<file path="src/rtl/core/kms_pkg.sv">
// Shared types, command and register codes, and the keypad code table
// for the keypad matrix scanner. No dependencies.
package kms_pkg;

	localparam int ROW_COUNT = 4;
	localparam int COL_COUNT = 3;

	localparam logic [1:0] CMD_SAMPLE = 2'd0;
	localparam logic [1:0] CMD_POP    = 2'd1;
	localparam logic [1:0] CMD_FLUSH  = 2'd2;

	localparam logic [1:0] CFG_SCAN_ENABLE   = 2'd0;
	localparam logic [1:0] CFG_SPECIAL_LEFT  = 2'd1;
	localparam logic [1:0] CFG_SPECIAL_RIGHT = 2'd2;

	localparam logic [7:0] SPECIAL_LEFT_RESET  = 8'd42;
	localparam logic [7:0] SPECIAL_RIGHT_RESET = 8'd35;

	localparam logic [1:0] ROW_SPECIAL = 2'd3;
	localparam logic [1:0] COL_LEFT    = 2'd0;
	localparam logic [1:0] COL_RIGHT   = 2'd2;

	// ASCII digits; the two special keys are replaced by register values.
	localparam logic [7:0] KEY_TABLE [ROW_COUNT][COL_COUNT] = '{
		'{8'h31, 8'h32, 8'h33},
		'{8'h34, 8'h35, 8'h36},
		'{8'h37, 8'h38, 8'h39},
		'{8'h00, 8'h30, 8'h00}
	};

	typedef struct packed {
		logic sample;   // a row sample is in progress with scanning enabled
		logic advance;  // a press other than the last one is taken this cycle
		logic commit;   // the row sample completes this cycle
	} press_ctl_t;

	typedef struct packed {
		logic       any;   // a new press is still waiting
		logic       last;  // at most one new press is waiting
		logic [7:0] code;  // character code of the lowest waiting press
	} press_stat_t;

	typedef struct packed {
		logic       push;
		logic       pop;
		logic       flush;
		logic       load;  // load the read register with this item's popped code, or zero
		logic [7:0] data;
	} queue_ctl_t;

	function automatic logic [7:0] key_char(input logic [1:0] row, input logic [1:0] col,
		input logic [7:0] left_code, input logic [7:0] right_code);
		logic [7:0] c;
		c = KEY_TABLE[row][col];
		if (row == ROW_SPECIAL && col == COL_LEFT) begin
			c = left_code;
		end else if (row == ROW_SPECIAL && col == COL_RIGHT) begin
			c = right_code;
		end
		return c;
	endfunction

endpackage

</file>
<file path="src/rtl/core/kms_press.sv">
// Press detection for the keypad scanner: per-key previous state, the mask
// of presses already handled for the current row sample, and code lookup.
// Depends on kms_pkg.
module kms_press (
	input  logic                 clk,
	input  logic                 arst_n,
	input  kms_pkg::press_ctl_t  ctl,
	input  logic [1:0]           row,
	input  logic [2:0]           cols,
	input  logic [7:0]           left_code,
	input  logic [7:0]           right_code,
	output kms_pkg::press_stat_t stat
);

	logic [kms_pkg::COL_COUNT-1:0] was_down_q [kms_pkg::ROW_COUNT];
	logic [2:0] done_q;
	logic [2:0] new_mask;
	logic [2:0] rem;
	logic [2:0] pick;
	logic [1:0] col;

	assign new_mask = cols & ~was_down_q[row];
	assign rem      = ctl.sample ? (new_mask & ~done_q) : 3'b000;
	assign pick     = rem & (~rem + 3'd1);

	always_comb begin
		priority if (pick[0]) begin
			col = 2'd0;
		end else if (pick[1]) begin
			col = 2'd1;
		end else begin
			col = 2'd2;
		end
	end

	assign stat.any  = |rem;
	assign stat.last = !((rem[0] & rem[1]) | (rem[0] & rem[2]) | (rem[1] & rem[2]));
	assign stat.code = kms_pkg::key_char(row, col, left_code, right_code);

	// Presses of one sample are handled lowest column first; the previous
	// state of the row is replaced only once the whole sample is done.
	always_ff @(posedge clk or negedge arst_n) begin
		if (!arst_n) begin
			for (int r = 0; r < kms_pkg::ROW_COUNT; r++) begin
				was_down_q[r] <= '0;
			end
			done_q <= 3'b000;
		end else if (ctl.commit) begin
			was_down_q[row] <= cols;
			done_q          <= 3'b000;
		end else if (ctl.advance) begin
			done_q <= done_q | pick;
		end
	end

endmodule

</file>
<file path="src/rtl/core/kms_queue.sv">
// Key code FIFO: a single-write, single-read memory with head, tail and
// fill count, and a registered read port. Depends on kms_pkg.
module kms_queue #(
	parameter  int QUEUE_DEPTH = 32,
	localparam int PTR_W = $clog2(QUEUE_DEPTH),
	localparam int CNT_W = $clog2(QUEUE_DEPTH + 1)
) (
	input  logic                clk,
	input  logic                arst_n,
	input  kms_pkg::queue_ctl_t ctl,
	output logic                full,
	output logic                empty,
	output logic [CNT_W-1:0]    fill_next,
	output logic [7:0]          rd_data
);

	logic [7:0]       store_q [QUEUE_DEPTH];
	logic [7:0]       rd_q;
	logic [PTR_W-1:0] head_q;
	logic [PTR_W-1:0] tail_q;
	logic [CNT_W-1:0] fill_q;

	function automatic logic [PTR_W-1:0] next_slot(input logic [PTR_W-1:0] slot);
		return (slot == PTR_W'(QUEUE_DEPTH - 1)) ? '0 : slot + PTR_W'(1);
	endfunction

	assign full    = (fill_q == CNT_W'(QUEUE_DEPTH));
	assign empty   = (fill_q == '0);
	assign rd_data = rd_q;

	always_comb begin
		priority if (ctl.flush) begin
			fill_next = '0;
		end else if (ctl.push) begin
			fill_next = fill_q + CNT_W'(1);
		end else if (ctl.pop) begin
			fill_next = fill_q - CNT_W'(1);
		end else begin
			fill_next = fill_q;
		end
	end

	always_ff @(posedge clk) begin
		if (ctl.push) begin
			store_q[tail_q] <= ctl.data;
		end
		if (ctl.load) begin
			rd_q <= ctl.pop ? store_q[head_q] : 8'h00;
		end
	end

	always_ff @(posedge clk or negedge arst_n) begin
		if (!arst_n) begin
			head_q <= '0;
			tail_q <= '0;
			fill_q <= '0;
		end else if (ctl.flush) begin
			head_q <= '0;
			tail_q <= '0;
			fill_q <= '0;
		end else begin
			if (ctl.push) begin
				tail_q <= next_slot(tail_q);
			end
			if (ctl.pop) begin
				head_q <= next_slot(head_q);
			end
			fill_q <= fill_next;
		end
	end

	a_fill_bound: assert property (@(posedge clk) disable iff (!arst_n)
		fill_q <= CNT_W'(QUEUE_DEPTH))
		else $error("queue fill count exceeds depth");

	a_ptr_match: assert property (@(posedge clk) disable iff (!arst_n)
		(fill_q == '0 || fill_q == CNT_W'(QUEUE_DEPTH)) |-> head_q == tail_q)
		else $error("head and tail disagree with an empty or full queue");

	a_push_legal: assert property (@(posedge clk) disable iff (!arst_n)
		ctl.push |-> (!ctl.pop && !ctl.flush && fill_q != CNT_W'(QUEUE_DEPTH)))
		else $error("push into a full queue or together with pop or flush");

endmodule

</file>
<file path="src/rtl/core/keypad_matrix_scanner_fifo.sv">
// Keypad matrix scanner (4 rows x 3 columns) with a key code FIFO.
// An accepted item waits in the input stage until its result is registered. A row sample with
// two or three new presses holds the input stage until its last push, as the queue memory
// takes one write per cycle. Throughput: one item per cycle while the result slot is free.
// Reset (arst_n, asynchronous) clears handshake state, previous key state, queue pointers and
// last key, and returns the configuration to scan off, 42 and 35; queue memory is not cleared.
module keypad_matrix_scanner_fifo #(
	parameter int QUEUE_DEPTH = 32
) (
	input  logic                             clk,
	input  logic                             arst_n,
	// configuration write port
	input  logic                             cfg_we,
	input  logic [1:0]                       cfg_index,
	input  logic [7:0]                       cfg_data,
	// input items
	input  logic                             in_valid,
	output logic                             in_ready,
	input  logic [1:0]                       cmd,
	input  logic [1:0]                       row_index,
	input  logic [2:0]                       column_bits,
	// result items
	output logic                             out_valid,
	input  logic                             out_ready,
	output logic [7:0]                       key_code,
	output logic                             key_valid,
	output logic [$clog2(QUEUE_DEPTH+1)-1:0] queue_count,
	output logic                             overflow,
	output logic [7:0]                       last_key
);

	localparam int CNT_W = $clog2(QUEUE_DEPTH + 1);

	// Configuration registers.
	logic       scan_enable_q;
	logic [7:0] special_left_q;
	logic [7:0] special_right_q;

	// Input stage: the accepted item waits here until its work is done.
	logic       v_s1;
	logic [1:0] cmd_s1;
	logic [1:0] row_s1;
	logic [2:0] cols_s1;

	// Item-level state.
	logic       ovf_q;
	logic [7:0] recent_key_q;

	// Result register (key_code lives in the queue's read register).
	logic             out_valid_q;
	logic             key_valid_q;
	logic             overflow_q;
	logic [7:0]       last_key_q;
	logic [CNT_W-1:0] queue_count_q;

	kms_pkg::press_ctl_t  pctl;
	kms_pkg::press_stat_t pstat;
	kms_pkg::queue_ctl_t  qctl;
	logic                 q_full;
	logic                 q_empty;
	logic [CNT_W-1:0]     q_fill_next;

	logic out_free;
	logic sample_act;
	logic finish;
	logic push_do;
	logic drop;

	// The result slot is free when empty or being taken this cycle, so a new
	// result can be written while the previous one leaves.
	assign out_free   = !out_valid_q || out_ready;
	assign sample_act = v_s1 && (cmd_s1 == kms_pkg::CMD_SAMPLE) && scan_enable_q;

	// An item finishes when the result slot can take it. A row sample with
	// several new presses first pushes all but the last one, one per cycle,
	// and finishes together with its last push.
	assign finish  = v_s1 && out_free && (!sample_act || pstat.last);
	assign push_do = pstat.any && (finish || !pstat.last);
	assign drop    = push_do && q_full;

	assign in_ready = !v_s1 || finish;

	assign pctl.sample  = sample_act;
	assign pctl.advance = push_do && !finish;
	assign pctl.commit  = finish && sample_act;

	assign qctl.push  = push_do && !q_full;
	assign qctl.pop   = finish && (cmd_s1 == kms_pkg::CMD_POP) && !q_empty;
	assign qctl.flush = finish && (cmd_s1 == kms_pkg::CMD_FLUSH);
	assign qctl.load  = finish;
	assign qctl.data  = pstat.code;

	kms_press u_press (
		.clk        (clk),
		.arst_n     (arst_n),
		.ctl        (pctl),
		.row        (row_s1),
		.cols       (cols_s1),
		.left_code  (special_left_q),
		.right_code (special_right_q),
		.stat       (pstat)
	);

	kms_queue #(
		.QUEUE_DEPTH (QUEUE_DEPTH)
	) u_queue (
		.clk       (clk),
		.arst_n    (arst_n),
		.ctl       (qctl),
		.full      (q_full),
		.empty     (q_empty),
		.fill_next (q_fill_next),
		.rd_data   (key_code)
	);

	// Configuration writes; an index beyond the list is ignored.
	always_ff @(posedge clk or negedge arst_n) begin
		if (!arst_n) begin
			scan_enable_q   <= 1'b0;
			special_left_q  <= kms_pkg::SPECIAL_LEFT_RESET;
			special_right_q <= kms_pkg::SPECIAL_RIGHT_RESET;
		end else if (cfg_we) begin
			unique case (cfg_index)
				kms_pkg::CFG_SCAN_ENABLE:   scan_enable_q   <= cfg_data[0];
				kms_pkg::CFG_SPECIAL_LEFT:  special_left_q  <= cfg_data;
				kms_pkg::CFG_SPECIAL_RIGHT: special_right_q <= cfg_data;
				default: ;
			endcase
		end
	end

	// Input stage handshake.
	always_ff @(posedge clk or negedge arst_n) begin
		if (!arst_n) begin
			v_s1 <= 1'b0;
		end else if (in_valid && in_ready) begin
			v_s1 <= 1'b1;
		end else if (finish) begin
			v_s1 <= 1'b0;
		end
	end

	always_ff @(posedge clk) begin
		if (in_valid && in_ready) begin
			cmd_s1  <= cmd;
			row_s1  <= row_index;
			cols_s1 <= column_bits;
		end
	end

	// A drop on an early push of a sample is remembered until the sample finishes.
	always_ff @(posedge clk or negedge arst_n) begin
		if (!arst_n) begin
			ovf_q        <= 1'b0;
			recent_key_q <= 8'h00;
		end else begin
			if (finish) begin
				ovf_q <= 1'b0;
			end else if (drop) begin
				ovf_q <= 1'b1;
			end
			if (push_do) begin
				recent_key_q <= pstat.code;
			end
		end
	end

	// Result register.
	always_ff @(posedge clk or negedge arst_n) begin
		if (!arst_n) begin
			out_valid_q <= 1'b0;
		end else if (finish) begin
			out_valid_q <= 1'b1;
		end else if (out_ready) begin
			out_valid_q <= 1'b0;
		end
	end

	always_ff @(posedge clk) begin
		if (finish) begin
			key_valid_q   <= qctl.pop;
			overflow_q    <= ovf_q || drop;
			last_key_q    <= push_do ? pstat.code : recent_key_q;
			queue_count_q <= q_fill_next;
		end
	end

	assign out_valid   = out_valid_q;
	assign key_valid   = key_valid_q;
	assign overflow    = overflow_q;
	assign last_key    = last_key_q;
	assign queue_count = queue_count_q;

	a_pop_no_ovf: assert property (@(posedge clk) disable iff (!arst_n)
		(out_valid && key_valid) |-> !overflow)
		else $error("popped result also reports a dropped press");

	a_ovf_full: assert property (@(posedge clk) disable iff (!arst_n)
		(out_valid && overflow) |-> queue_count == CNT_W'(QUEUE_DEPTH))
		else $error("dropped press reported while the queue was not full");

	a_hold_item: assert property (@(posedge clk) disable iff (!arst_n)
		(v_s1 && !finish) |=> (v_s1 && $stable(cmd_s1) && $stable(row_s1)
			&& $stable(cols_s1)))
		else $error("unfinished item lost from the input stage");

endmodule

</file>
<file path="config.mk">
export PLATFORM = sky130hd
export DESIGN_NAME = keypad_matrix_scanner_fifo
export DESIGN_NICKNAME = d
export VERILOG_FILES = /design/src/rtl/core/kms_pkg.sv /design/src/rtl/core/kms_press.sv /design/src/rtl/core/kms_queue.sv /design/src/rtl/core/keypad_matrix_scanner_fifo.sv
export SDC_FILE = /design/constraint.sdc
export NUM_CORES = 1
export LEC_CHECK = 0
export BUFFER_PORTS_ARGS = -buffer_cell sky130_fd_sc_hd__buf_2
export CORE_MARGIN = 5
export CORE_UTILIZATION = 67
export CTS_BUF_LIST = sky130_fd_sc_hd__clkbuf_8
export DETAILED_ROUTE_END_ITERATION = 8
export PLACE_DENSITY = 0.93
export SETUP_SLACK_MARGIN = 0.5
export SYNTH_ARGS = -nofsm -noshare
export SYNTH_HDL_FRONTEND = slang
export SYNTH_HIERARCHICAL = 1
export SYNTH_SLANG_ARGS = --single-unit
</file>
<file path="constraint.sdc">
create_clock -name clk -period 9.4 [get_ports clk]
set_clock_uncertainty 0.05 [all_clocks]
set_input_delay 0.47 -clock clk [delete_from_list [all_inputs] [get_ports clk]]
set_output_delay 0.47 -clock clk [all_outputs]
set_load 0.01 [all_outputs]
</file>
Word level (Yosys, flattened, before mapping) --
Memory sizes are Yosys's and may differ from the RTL's. A register that Yosys moved wholly into a read port is not among the register bits. Index checks and enable logic that the tools add are counted. Widths: inputs -> output; s select.
Cells by class: add/sub/neg operators 5, multipliers 0, divide/modulo/power cells 0, order comparisons 3, equality and inequality tests 9, shifts and indexed selects 0, multiplexer cells 38, bitwise logic cells 14, reduce and logical (&&, ||, !) cells 43
Operators by type and width (number):
- $bmux 24 s2 | 1
- $mux 24 | 2
- $mux 8 | 5
- $mux 5 | 6
- $mux 6 | 4
- $mux 3 | 6
- $bmux 8 s2 | 1
- $logic_and 1x1->1 | 16
- $bwmux 12 | 1
- $reduce_bool 2->1 | 6
- $add 5x1->5 const B | 2
- $eq 5x5->1 const B | 2
- $and 3x3->3 | 3
- $not 3->3 | 3
- $eq 2x2->1 const B | 4
- $logic_not 1->1 | 8
- $mux 1 | 8
- $add 6x1->6 const B | 1
- $bmux 3 s2 | 1
- $demux 3 s2 | 1
- $eq 6x6->1 const B | 1
- $ge 3x3->1 const B | 2
- $logic_not 2->1 | 3
- $logic_not 6->1 | 1
- other kinds (12) | 24
Storage, ports and cells: register bits 82, latch bits 0, RAM bits 256, bits in read-only memories 0, input bits 22, memories 1
Memory list:
- u_queue.store_q | depth 32, width 8, rd ports 1, clocked after memory_dff 1, write ports 1, RTL line kms_queue.sv:17 | logic [7:0] store_q [QUEUE_DEPTH];

Depth between registers and ports, before layout --
depth in word-level cells 20, gate-level depth with buffers 16, depth with buffers taken out 14

Hierarchy --
The synthesis kept the hierarchy.
By module, submodules not included:
- kms_queue | instances 1, cells each 582, area an instance 11403.4 um2
- keypad_matrix_scanner_fifo | instances 1, cells each 106, area an instance 1886.8 um2
- kms_press | instances 1, cells each 102, area an instance 1068.5 um2

Worst setup path after synthesis --
No wires, ideal clock.
kind register -> register, from register row_s1[0], to memory u_queue.store_q[0][0] (enable), arrival 3464 ps, required time 8980 ps, path slack 5516 ps, stages on the path, launching flop included 15, buffers on the path 4, period minus slack after synthesis 3884 ps, path through edfxtp_1 buf_6 mux4_2 nor3_4 buf_6 inv_2 a21oi_1 a21oi_1 nand2b_1 o21ai_4 nor2b_1 clkbuf_1 clkbuf_1 nand2_1 nor2_1
RTL lines:
- from (decl) | RTL line keypad_matrix_scanner_fifo.sv:42 | logic [1:0] row_s1;
- from (signal assigned) | RTL line keypad_matrix_scanner_fifo.sv:146 | row_s1 <= row_index;
- to (decl) | RTL line kms_queue.sv:17

==> results.txt <==
- Final global-route overflow total: 0
* First-pass GRT wire length: 48300 um
* Antenna Diode Count: 0
- For the worst flop-to-flop path, the logic depth is 10.
* Number of buffers between clock root and the deepest sink: 3
* Initial core utilization: 68.1%
* Master of the slowest instance on the critical path: sky130_fd_sc_hd__nor2_1
- Power density normalized to cell area: 238 mW/mm^2
- Number of DRC violations after detailed-routing iteration 0: 938
- Crit end category: flop
- H-tree depth reported by CTS: 2
- The routed design could run at a clock period as short as 4740 ps.
* Total area of sequential cells: 0.0101 mm^2
- Worst hold margin: 28.6 ps
* Clock transition at path regs: 60 ps
- In this run the tool buffered the top-level ports with 47 buffer cells.
* Class of the worst hold path: in2reg
* Flip-flop and latch count after synthesis: 346
- Summed over all layers, the routed wires come to 31800 um.
- At the worst endpoint, the arrival time is 4870 ps.
- Post-synth EDFFs: 287
- Number of I/O pins: 48
- Final worst-path cycle share: 50.4%
- The hold violation total from the final report is 0.
- Instance count along the most critical hold path: 1
- Most numerous cell types in the synthesized netlist: 287 x sky130_fd_sc_hd__edfxtp_1, 57 x sky130_fd_sc_hd__nor2_1, 53 x sky130_fd_sc_hd__dfrtp_1, 48 x sky130_fd_sc_hd__mux4_2, 47 x sky130_fd_sc_hd__mux2_2
* IR Drop Worst-Case VDD: 0.136 mV
- The count of nets left with antenna violations once routing finished came out at 0.
- Final TNS setup: 0 ps
- At the end of the flow the core is filled with cells to 74.6%.
- Detailed routing inserted a total of 8050 vias.
- The most used flip-flop cell after synthesis is sky130_fd_sc_hd__edfxtp_1.
- In this run the tightest slew margin relative to its limit is 17.5%.
* Setup repair after global routing missed its margin: false
- CP Max Fanout: 18
* Multi-input gate area in the final layout: 0.00391 mm^2
* Final total power: 3.75 mW
- The tool flagged a number of max-cap violations equal to 0.
* Final slew viol count: 0
* Worst Setup Slack, final: 4660 ps
- Chip height: 156 um
* CTS root buf: sky130_fd_sc_hd__clkbuf_8
* Required time reported for the critical path endpoint: 9530 ps
* Syn Inst Count: 790
* Slew at the pin closest to its max-slew limit: 1230 ps
- Yosys printed 6 warnings.
- Entering global routing, the biggest net connects 60 pins.
- Global routing used 26.4% of the available tracks across all layers.
* Post-cts repair resize count: 0
- The congestion estimate from routability-driven global placement came to 0.815.
* Via count of the first global-routing pass: 8136
- In this run the critical register-to-register path is captured at u_queue/store_q[17][7].
- In the final routed layout, each cell accounts on average for 26.8 um.
- The run finished with clean final reports.
- Max incr delay on CP: 760 ps
- Number of DRC violations after detailed routing: 0
- The average instance in the mapped netlist occupies 18.2 um^2.
- Register-to-register setup slack: 4660 ps
- Placed wire-length estimate: 19200 um
- Fmax: 211 MHz
- Sinks on Clock Net: 346
- Syn Std Cell Area: 0.0144 mm^2
* Worst Setup Start Kind: flop
- Number of filler instances in the final layout: 1051
* Die Wd: 156 um
- At the end of the flow, the number of nets in the layout was 906.
* Cell taking the most area after synthesis: sky130_fd_sc_hd__edfxtp_1
- Number of antenna violations at the first check in global routing: 0
- Launching point of the worst reg2reg path: row_s1[0]
* Share of post-route cells with drive strength above 1: 27.7%
- The path with the worst hold slack has its endpoint at row_s1[1].
* Share of the synthesized area in the top cell type: 60.0%
* Row Count: 53
* Worst min-delay path startpoint: row_index[1]
* Total CTS buffers: 52
- After synthesis, the share of flip-flops with an asynchronous set or reset is 17.1%.
- Number of setup violations in the final report: 0
- After synthesis, flip-flops and latches occupy 70.4% of the total area.
- Summed over all cells, the static leakage comes to 5.48 nW.
- Vias per Instance: 6.80
* Postcts setup bufs: 0
- Clk Latency, worst-skew pair: 580 ps
- The critical path is of the reg2reg type.
* Synth area leaders: sky130_fd_sc_hd__edfxtp_1 60%, sky130_fd_sc_hd__dfrtp_1 9.2%, sky130_fd_sc_hd__mux4_2 7.5%
- TritonCTS built the clock tree.
- Among all cell types in the netlist, the one instantiated most often is sky130_fd_sc_hd__edfxtp_1.
* Initial DRT Pass Iterations: 6
- The core region is 0.0211 mm^2.
* Nets in the synthesized netlist: 827
- Yosys mapped the design onto 70 distinct sky130hd cell types.
* Signed area change from the synthesized netlist to the final layout: 9.61%
- The critical path goes through mux4_2 > nor3_4 > a211oi_1 > nand2_1 > nand2_2 > o21ai_4 > nor2b_1 > buf_4 > nand2_1 > nor2_1.
* Full die area: 0.0245 mm^2
- Counting stages on the worst path, the most repeated cell is sky130_fd_sc_hd__nand2_1.
- Timing analysis after detailed placement gives a worst setup slack of 4860 ps.
## kinds of logic (layout without fill, tap and decap cells)
family	after synthesis	count (layout)	synth area share (%)
AOI/OAI and AO/OA	83	83	4.77
adders and majority gates	15	15	1.31
DFF	346	346	70.4
buffers and inverters	55	174	2.66
muxes	131	131	15.0
xor gates and xnor gates	4	4	0.244
and+or+nand+nor	156	156	5.68
## state kept, by name, indices dropped and copies added, names as in the netlist
name	flops
cols_s1	3
recent_key_q	8
special_left_q	8
queue_count	6
special_right_q	8
u_press/done_q	3
v_s1	1
u_queue/rd_data	8
overflow	1
scan_enable_q	1
u_queue/head_q	5
cmd_s1	2
u_press/was_down_q	12
last_key	8
out_valid	1
u_queue/fill_q	6
row_s1	2
ovf_q	1
u_queue/tail_q	5
u_queue/store_q	256
key_valid	1
## worst max-delay path: cells and delay by family (launching register included)
| family | cells | cell delay [ps] |
|---|---|---|
| compound gates | 2 | 590 |
| simple gates | 6 | 2300 |
| flops | 1 | 560 |
| buf+inv | 1 | 250 |
| mux | 1 | 580 |
## layout make-up
type,count,area share [%]
Timing Repair Buffer,62,2.26
Multi-Input combinational cell,389,24.8
Clock buffer,56,4.90
Tap cell,275,2.19
Inverter,18,0.429
Sequential cell,346,64.2
Clock inverter,38,1.17
## placed cells by master, fill, tap and decap left out, types with 5 or more instances in the layout
cell                        synthesis  routed
sky130_fd_sc_hd__clkinv_1           0      15
sky130_fd_sc_hd__buf_2              6      47
sky130_fd_sc_hd__a2111oi_2          8       8
sky130_fd_sc_hd__inv_1             16      33
sky130_fd_sc_hd__edfxtp_1         287     287
sky130_fd_sc_hd__nand2_1           24      24
sky130_fd_sc_hd__a21oi_1           11      11
sky130_fd_sc_hd__mux2i_1           23      23
sky130_fd_sc_hd__nor3_1             6       6
sky130_fd_sc_hd__dfrtp_1           53      51
sky130_fd_sc_hd__nand2b_1           5       5
sky130_fd_sc_hd__a221o_1            7       7
sky130_fd_sc_hd__nand3_1            8       8
sky130_fd_sc_hd__nand3b_1           8       8
sky130_fd_sc_hd__mux4_2            48      48
sky130_fd_sc_hd__nor2b_1           22      20
sky130_fd_sc_hd__mux4_1            11      11
sky130_fd_sc_hd__a211oi_1          18      18
sky130_fd_sc_hd__buf_4              2      12
sky130_fd_sc_hd__clkbuf_8           2      56
sky130_fd_sc_hd__ha_1              15      15
sky130_fd_sc_hd__dfstp_2            6       6
sky130_fd_sc_hd__o21ai_0            6       6
sky130_fd_sc_hd__mux2_2            47      47
sky130_fd_sc_hd__o22ai_1            7       7
sky130_fd_sc_hd__nor2_1            57      57
## stage by stage
step / cell area (um^2) / cells
after floorplan: 14400 / 790
after global placement: 14800 / 1087
after detailed placement: 14800 / 1087
after CTS: 15700 / 1184
after global routing: 15700 / 1184
final: 15700 / 1184
## what timing repair did
action | CTS | global route
hold buffers | 3 | 0
hold endpoints to repair | 5 | 0
endpoints found under the setup margin | 0 | 0
## power by group
group	total (mW)	internal (mW)	switching [mW]
Clock	1.14	0.576	0.567
Combinational	0.712	0.324	0.388
Sequential	1.89	1.79	0.102
Total	3.75	2.69	1.06
## per-layer routing
| layer | up-vias | GRT usage, % | wire, um |
|---|---|---|---|
| met5 | - | 0 | 0 |
| met1 | 4005 | 35.6 | 11300 |
| met4 | 0 | 9.42 | 1260 |
| met2 | 641 | 43.5 | 15800 |
| li1 | 3300 | - | - |
| met3 | 104 | 5.48 | 3390 |
## worst max-delay path by stage
stage	start	endpoint	slack [ps]	cells past startpoint
finish	row_s1[0]	u_queue/store_q[17][7]	4660	10
global route	row_s1[0]	u_queue/store_q[16][7]	4490	10
CTS	row_s1[0]	u_queue/store_q[28][1]	4780	10
detailed placement	row_s1[0]	u_queue/store_q[28][4]	4860	10
global placement	row_s1[0]	u_queue/store_q[15][6]	5080	11
floorplan	row_s1[0]	u_queue/store_q[0][0]	5520	14
(Power assumes the default switching activity.)
